==> src/gff_pkg.sv <==
`timescale 1ns / 1ps
// ----------------------------------------------------------------------------
// gff_pkg: shared types and constants for the grid flood fill block
// Input and result transaction types, the decoded command carried from the
// front to the back, and the back status group.
// ----------------------------------------------------------------------------
package gff_pkg;

	localparam int COORD_W = 4;
	localparam int VALUE_W = 8;
	localparam int COUNT_W = 9;
	localparam logic [COUNT_W-1:0] COUNT_MAX = 9'd511;

	typedef enum logic [1:0] {
		OP_WRITE = 2'd0,
		OP_READ  = 2'd1,
		OP_FILL  = 2'd2,
		OP_CLEAR = 2'd3
	} op_t;

	typedef struct packed {
		op_t                opcode;
		logic [COORD_W-1:0] col;
		logic [COORD_W-1:0] row;
		logic [VALUE_W-1:0] value;
	} in_item_t;

	typedef struct packed {
		logic [VALUE_W-1:0] cell_value;
		logic [COUNT_W-1:0] changed_count;
	} out_item_t;

	typedef struct packed {
		op_t                op;
		logic               inr;
		logic [COORD_W-1:0] col;
		logic [COORD_W-1:0] row;
		logic [VALUE_W-1:0] value;
	} cmd_t;

	typedef struct packed {
		logic init_busy;
		logic res_valid;
	} back_status_t;

endpackage

==> src/gff_queue.sv <==
`timescale 1ns / 1ps
// ----------------------------------------------------------------------------
// gff_queue: command queue between front and back
// Small circular buffer of decoded commands.
// ----------------------------------------------------------------------------
module gff_queue #(
	parameter int DEPTH = 2
) (
	input  logic           clk,
	input  logic           arst_n,
	input  logic           push,
	input  gff_pkg::cmd_t  wdata,
	output logic           full,
	input  logic           pop,
	output gff_pkg::cmd_t  rdata,
	output logic           empty
);
	import gff_pkg::*;

	localparam int PW = (DEPTH > 1) ? $clog2(DEPTH) : 1;
	localparam int NW = $clog2(DEPTH + 1);

	cmd_t          mem_q [DEPTH];
	logic [PW-1:0] wr_ptr_q;
	logic [PW-1:0] rd_ptr_q;
	logic [NW-1:0] count_q;
	logic          do_push;
	logic          do_pop;

	assign full    = count_q == NW'(DEPTH);
	assign empty   = count_q == '0;
	assign do_push = push && !full;
	assign do_pop  = pop && !empty;
	assign rdata   = mem_q[rd_ptr_q];

	always_ff @(posedge clk) begin
		if (do_push) begin
			mem_q[wr_ptr_q] <= wdata;
		end
	end

	always_ff @(posedge clk or negedge arst_n) begin
		if (!arst_n) begin
			wr_ptr_q <= '0;
			rd_ptr_q <= '0;
			count_q  <= '0;
		end else begin
			if (do_push) begin
				wr_ptr_q <= (wr_ptr_q == PW'(DEPTH - 1)) ? '0 : wr_ptr_q + PW'(1);
			end
			if (do_pop) begin
				rd_ptr_q <= (rd_ptr_q == PW'(DEPTH - 1)) ? '0 : rd_ptr_q + PW'(1);
			end
			if (do_push && !do_pop) begin
				count_q <= count_q + NW'(1);
			end else if (do_pop && !do_push) begin
				count_q <= count_q - NW'(1);
			end
		end
	end

endmodule

==> config.mk <==
export PLATFORM = sky130hd
export DESIGN_NAME = gff_queue
export DESIGN_NICKNAME = d
export VERILOG_FILES = /design/src/gff_pkg.sv /design/src/gff_queue.sv
export SDC_FILE = /design/constraint.sdc
export NUM_CORES = 1
export LEC_CHECK = 0
export BUFFER_PORTS_ARGS = -buffer_cell sky130_fd_sc_hd__clkbuf_2
export CORE_UTILIZATION = 50
export DETAILED_ROUTE_END_ITERATION = 8
export PLACE_DENSITY = 0.83
export SYNTH_ARGS = -nofsm -noshare
export SYNTH_HDL_FRONTEND = slang
export SYNTH_SLANG_ARGS = --single-unit
==> constraint.sdc <==
create_clock -name clk -period 2.75 [get_ports clk]
set_clock_uncertainty 0.1 [all_clocks]
set_input_delay 0.6875 -clock clk [delete_from_list [all_inputs] [get_ports clk]]
set_output_delay 0.6875 -clock clk [all_outputs]
set_load 0.005 [all_outputs]
; ---- Word-level counts from Yosys, hierarchy flattened
; Memory sizes are Yosys's and may differ from the RTL's.
; Index checks and enable logic that the tools add are counted.
[totals]
reg_bits = 4
ramBits = 38
mem_count = 1
input_bits = 23
wordCells = 25
[op_classes]
n_reduce_logical = 10
n_eq_ne = 1
muxes = 6
n_addsub = 4
[mem_list]
columns = memory, words, word_bits, rd, rd_ports_with_merged_regs, wr, line
row1 = mem_q, 2, 19, 1, 0, 1, gff_queue.sv:23  ; cmd_t mem_q [DEPTH];
[ops]
columns = cell, n
row1 = $logic_and 1x1->1, 4
row2 = $logic_not 1->1, 4
row3 = $mux 1, 4
row4 = $mux 2, 2
row5 = $add 1x1->1 const B, 2
row6 = $add 2x1->2 const B, 1
row7 = $eq 2x2->1 const B, 1
row8 = $logic_not 2->1, 1
row9 = $reduce_bool 2->1, 1
row10 = $sub 2x1->2 const B, 1

; ---- Depth between registers and ports, before layout
; Gate-level depths: netlist of the first run.
[logic_depth]
depth_word = 7
mapped_depth = 7
ltp_nobuf = 7

; ---- Least setup slack after synthesis of the first run
; OpenSTA, ideal clock, no wires.
[synth_path]
kind = input port to flip-flop
from = input port push
to = memory mem_q[0][0] in the netlist's numbering (enable)
arrival_ns = 1.594
stages = 2
setup_time_ns = 0.395
n_path_buf = 0
required_ns = 2.255
setup_slack_ns = 0.661
path_cell_list = nand2_1 > nor2_1
[synth_via]
elab_chain_len = 3
[synth_lines]
columns = element, line
row1 = start: declaration, gff_queue.sv:11  ; input logic push,
row2 = $logic_and 1x1->1, gff_queue.sv:32  ; assign do_push = push && !full;
row3 = $mux 1, gff_queue.sv:37  ; if (do_push) begin
row4 = $mux 1 (not written as such), gff_queue.sv:38  ; mem_q[wr_ptr_q] <= wdata;
row5 = end: declaration, gff_queue.sv:23
; No other way between the ends.

==> flow_summary.toml, run 1 <==
[status]
outcome = "finished, violations left"
failed_checks = "DRC"

[place]
place_congestion = 0.656
dp_cells = 152
portBuffers = 43
dpl.hpwl_um = 1630

[critical_path]
worst-path-max-fanout = 20
r2r_cells = 3
critPathKind = "reg -> out"
path_cells = "mux2_1 -> clkbuf_2"
cp_slowest_cell = "dfrtp_1"
startpoint_type = "register"
required_ns = 1.96
max_stage_delay_ns = 0.93
cp.arrival_ns = 1.78
cp-end-kind = "output port"

[finish]
most-common-layout-cells = "clkbuf_2, edfxtp_1, mux2_1"
final_common_cell = "clkbuf_2"
drive_gt1_share_pct = 41.9
multi_input_area_um2 = 305
nNetsFinal = 152
num_antenna_cells = 0
fillers = 214
instances_no_fill = 160
seqCellArea_um2 = 1240
final_util_pct = 66.0
area_growth_pct = 20.1

[clock_network]
clock_sinks = 42
holdBufCountCts = 0
cts_buffer_depth = 2
numCtsBuffers = 5
clockRootBuffer = "clkbuf_4"
cts_tree = "done"
cts_max_level = 2
cts-resized-gates = 0
clk_latency_ns = 0.33
cts.reportedPaths.clkPinSlew_ns = 0.11
postCtsSetupBuffers = 0

[yosys]
synth_top_family_by_area = "multiplexers"
ys_warn_count = 0
syn_inst = 78
synth.avg_cell_area_um2 = 20.1
synth_compound_gate_area_share_pct = 0.319
synth_xor_area_share_pct = 2.80
synth_seq_area_share_pct = 79.2
synth_fa_ha_area_share_pct = 0.799
synthMuxAreaShare_pct = 13.7
yosys.area_share.simple_pct = 1.76
ys_types = 13
synth_area_um2 = 1570
yosys_register_bits = 42
syn_nets = 102

[job]
drv_cap = 0

[timing]
finalSetupViolations = 0
worst_slew_pin_slew_ns = 0.867
slew-limit-headroom_pct = 42.2
timing.fmax_mhz = 390
setup-tns-final_ns = 0
period_share_pct = 93.3
drv_slew = 0
rsz0062_at_grt = "false"
hold_viol = 0
fin_crit_ns = 2.57

[drt]
drt-total-wl_um = 2290
dr.pass1.iters = 6
ant_nets = 0
wl_per_cell_um = 14.3
drt_iter0_drc = 14
vias = 815
drc_errors = 4
vias_per_cell = 5.09

[power_and_ir_drop]
intPower_uw = 1240
sw_frac_of_total_pct = 30.0
powerDensity_nw_per_um2 = 940
p_sw_uw = 531
p_comb_share_pct = 27.6
max-vdd-ir-drop_uv = 629
power_uw = 1770
pwr-share-clk_pct = 16.5
p_leak_uw = 0.000753
pwr-share-seq_pct = 55.9

[grt]
grtUsageMet1_pct = 17.0
antenna_found_initial = 0
use_met2_pct = 25.0
grt_max_degree = 21
grt_pass1_wl_um = 3570
grt_usage_pct = 15.1
first_global_vias = 838
grt.met3_usage_pct = 8.26
gr-total-overflow = 0
grt_busiest_layer = "met2"

[floorplan]
die_x_um = 58.0
io_pins = 44
die_height_um = 58.0
initial_core_util_pct = 54.9
coreArea_um2 = 2850
dieArea_um2 = 3360
num_rows = 19

[worst_hold_path]
hold_class = "in -> async"
==> per-stage QoR <==
step                      instance area [um^2]  hold WS, ns  setup WS [ns]
after floorplan                           1570        0.292          0.661
after global placement                    1820        0.400          0.576
after global routing                      1880       0.0102         0.0740
after CTS                                 1880       0.0262          0.156
final                                     1880       0.0356          0.185
after detailed placement                  1820        0.403          0.545
==> cells in the mapped netlist <==
library cell / number / share of area, %
and3_1: 1 / 0.40
buf_4: 2 / 0.96
dfrtp_1: 4 / 6.4
edfxtp_1: 38 / 73
ha_1: 1 / 0.80
inv_1: 2 / 0.48
mux2_1: 19 / 14
nand2_1: 1 / 0.24
nand2b_1: 1 / 0.40
nor2_1: 3 / 0.72
o21ai_1: 1 / 0.32
xnor2_1: 3 / 1.7
xor2_1: 2 / 1.1
==> worst max-delay path, delay by kind of cell (launching register included) <==
| family | cells | cell delay, ns |
|---|---|---|
| buffers and inverters | 1 | 0.12 |
| DFF | 1 | 0.93 |
| muxes | 1 | 0.40 |
==> worst paths after layout <==
kind / slack [ns] / to / start
setup / recovery: 0.18 / rdata[5] / rd_ptr_q
hold / removal: 0.04 / count_q[1] / arst_n
setup reg to reg: 0.87 / mem_q[1][10] / count_q[0]
hold reg to reg: 0.42 / wr_ptr_q / wr_ptr_q
max in group asynchronous: 2.39 / rd_ptr_q / arst_n
min in group clk: 0.42 / wr_ptr_q / wr_ptr_q
==> per-layer routing <==
| layer | wire [um] | vias up | part of all wire, % |
|---|---|---|---|
| li1 | - | 393 | - |
| met1 | 932 | 381 | 41 |
| met2 | 1130 | 39 | 49 |
| met3 | 220 | 2 | 9.6 |
| met4 | 7 | 0 | 0.31 |
| met5 | 0 | - | 0 |
==> cell type report <==
type / count / share of cell area, %
clock buffers: 5 / 1.99
clock inverters: 3 / 1.13
inverters: 2 / 0.399
multi-input cells: 32 / 16.2
flip-flops and latches: 42 / 66.0
well taps: 31 / 2.06
repair buffers: 45 / 12.2
==> sequential cells by signal, indices dropped and copies added (netlist names) <==
name and flops:
mem_q 38, rd_ptr_q 1, wr_ptr_q 1, count_q 2
==> cells by family (layout without fill, tap and decap cells) <==
logic type | after synthesis | after routing
flops | 42 | 42
mux | 19 | 19
fa+ha+maj | 1 | 1
buf+inv | 4 | 55
compound gates | 1 | 1
xor+xnor | 5 | 5
simple gates | 6 | 6
==> power groups by stage <==
stage / registers [uW] / logic (uW) / clock network [uW]
floorplan: 935 / 345 / 0
global placement: 996 / 485 / 0
detailed placement: 1010 / 495 / 0
CTS: 992 / 498 / 303
global route: 1010 / 541 / 337
finish: 989 / 487 / 292
Note: power is estimated with default switching activity, not from simulation.
==> run 2: changes to the inputs <==
- MAX_ROUTING_LAYER: not set -> met4
==> flow_summary.toml, run 2 (same netlist as run 1, synthesis figures left out) <==
[critical_path]
cp-end-kind = "output port"
cp_slowest_cell = "dfrtp_1"
cp.arrival_ns = 1.78
required_ns = 1.96
max_stage_delay_ns = 0.93
critPathBufInv = 1
worst-path-max-fanout = 20
startpoint_type = "register"
critical_path.top_delay_family = "flip-flops"
critPathKind = "reg -> out"
path_cells = "mux2_1 -> clkbuf_2"

[place]
place_congestion = 0.662
dpl.hpwl_um = 1630
placed_area_um2 = 1820
portBuffers = 43

[timing]
period_share_pct = 93.3
finalSetupViolations = 0
drv_slew = 0
setup-tns-final_ns = 0
rsz0062_at_grt = "false"
slew-limit-headroom_pct = 42.2
timing.fmax_mhz = 390
worst_slew_pin_slew_ns = 0.867
hold_viol = 0
holdWs_ns = 0.0353
fin_crit_ns = 2.57

[power_and_ir_drop]
p_leak_uw = 0.000753
pwr-share-seq_pct = 55.9
sw_frac_of_total_pct = 30.0
powerDensity_nw_per_um2 = 940
pwr-share-clk_pct = 16.5
intPower_uw = 1240
p_sw_uw = 531
power_uw = 1770
max-vdd-ir-drop_uv = 629
p_comb_share_pct = 27.6

[clock_network]
clockRootBuffer = "clkbuf_4"
clk_latency_ns = 0.33
clock_sinks = 42
cts_max_level = 2
cts.reportedPaths.clkPinSlew_ns = 0.11
cts_buffer_depth = 2
cts_tree = "done"
holdBufCountCts = 0
numCtsBuffers = 5
cts-resized-gates = 0
postCtsSetupBuffers = 0

[floorplan]
coreArea_um2 = 2850
num_rows = 19
die_height_um = 58.0
dieArea_um2 = 3360
initial_core_util_pct = 54.9
die_x_um = 58.0
io_pins = 44

[finish]
nNetsFinal = 152
final_util_pct = 66.0
design_area_um2 = 1880
num_antenna_cells = 0
regMostFlops = "mem_q"
area_growth_pct = 20.1
largest_register_ffs = 38
final_common_cell = "clkbuf_2"
top_regs = "mem_q (38), count_q (2)"
drive_gt1_share_pct = 41.9
most-common-layout-cells = "clkbuf_2, edfxtp_1, mux2_1"

[job]
drv_cap = 0

[drt]
drt-total-wl_um = 2290
dr.pass1.iters = 6
drt_iter0_drc = 14
ant_nets = 0
drc_errors = 4
vias_per_cell = 5.09
vias = 815
wl_per_cell_um = 14.3

[grt]
antenna_found_initial = 0
first_global_vias = 838
gr-total-overflow = 0
grt_max_degree = 21
grt_pass1_wl_um = 3570
grt_usage_pct = 15.6

[worst_hold_path]
hold_class = "in -> async"

[status]
failed_checks = "DRC"
outcome = "finished, violations left"
-- run 2: cell counts in the layout (fill, tap and decap cells not counted) --
Identical to the previous run, type by type.
-- run 2: power by group through the flow --
stage                     clock network [uW]  logic, uW  registers (uW)
after floorplan                            0        345             935
final                                    292        488             989
after global placement                     0        485             996
after global routing                     337        541            1010
after CTS                                303        498             992
after detailed placement                   0        495            1010
-- run 2: per-layer routing --
metal | track usage (%) | routed length (um) | vias up
met2 | 25.0 | 1130 | 39
met5 | - | 0 | -
met1 | 17.6 | 956 | 381
met3 | 7.37 | 195 | 2
met4 | 4.08 | 7 | 0
li1 | - | - | 393
-- run 2: cell type report --
cell class	count	area, um^2
fillers	214	971
repair buffers	45	230
inverters	2	7.51
well taps	31	38.8
flip-flops and latches	42	1240
clock buffers	5	37.5
clock inverters	3	21.3
multi-input cells	32	305
-- run 2: per-stage QoR --
step / std cells / worst slack [ns]
finish: 160 / 0.184
detailed placement: 152 / 0.545
CTS: 160 / 0.156
global placement: 152 / 0.576
global route: 160 / 0.0740
floorplan: 78 / 0.661
-- run 2: final timing paths --
kind / to / cells after the start / from / slack, ns
worst max-delay path: rdata[5] / 2 / rd_ptr_q / 0.18
worst min-delay path: count_q[1] / 1 / arst_n / 0.04
worst max register to register: mem_q[1][10] / 3 / count_q[0] / 0.87
worst min register to register: wr_ptr_q / 1 / wr_ptr_q / 0.42
max in group asynchronous: rd_ptr_q / 1 / arst_n / 2.39
min in group clk: wr_ptr_q / 1 / wr_ptr_q / 0.42
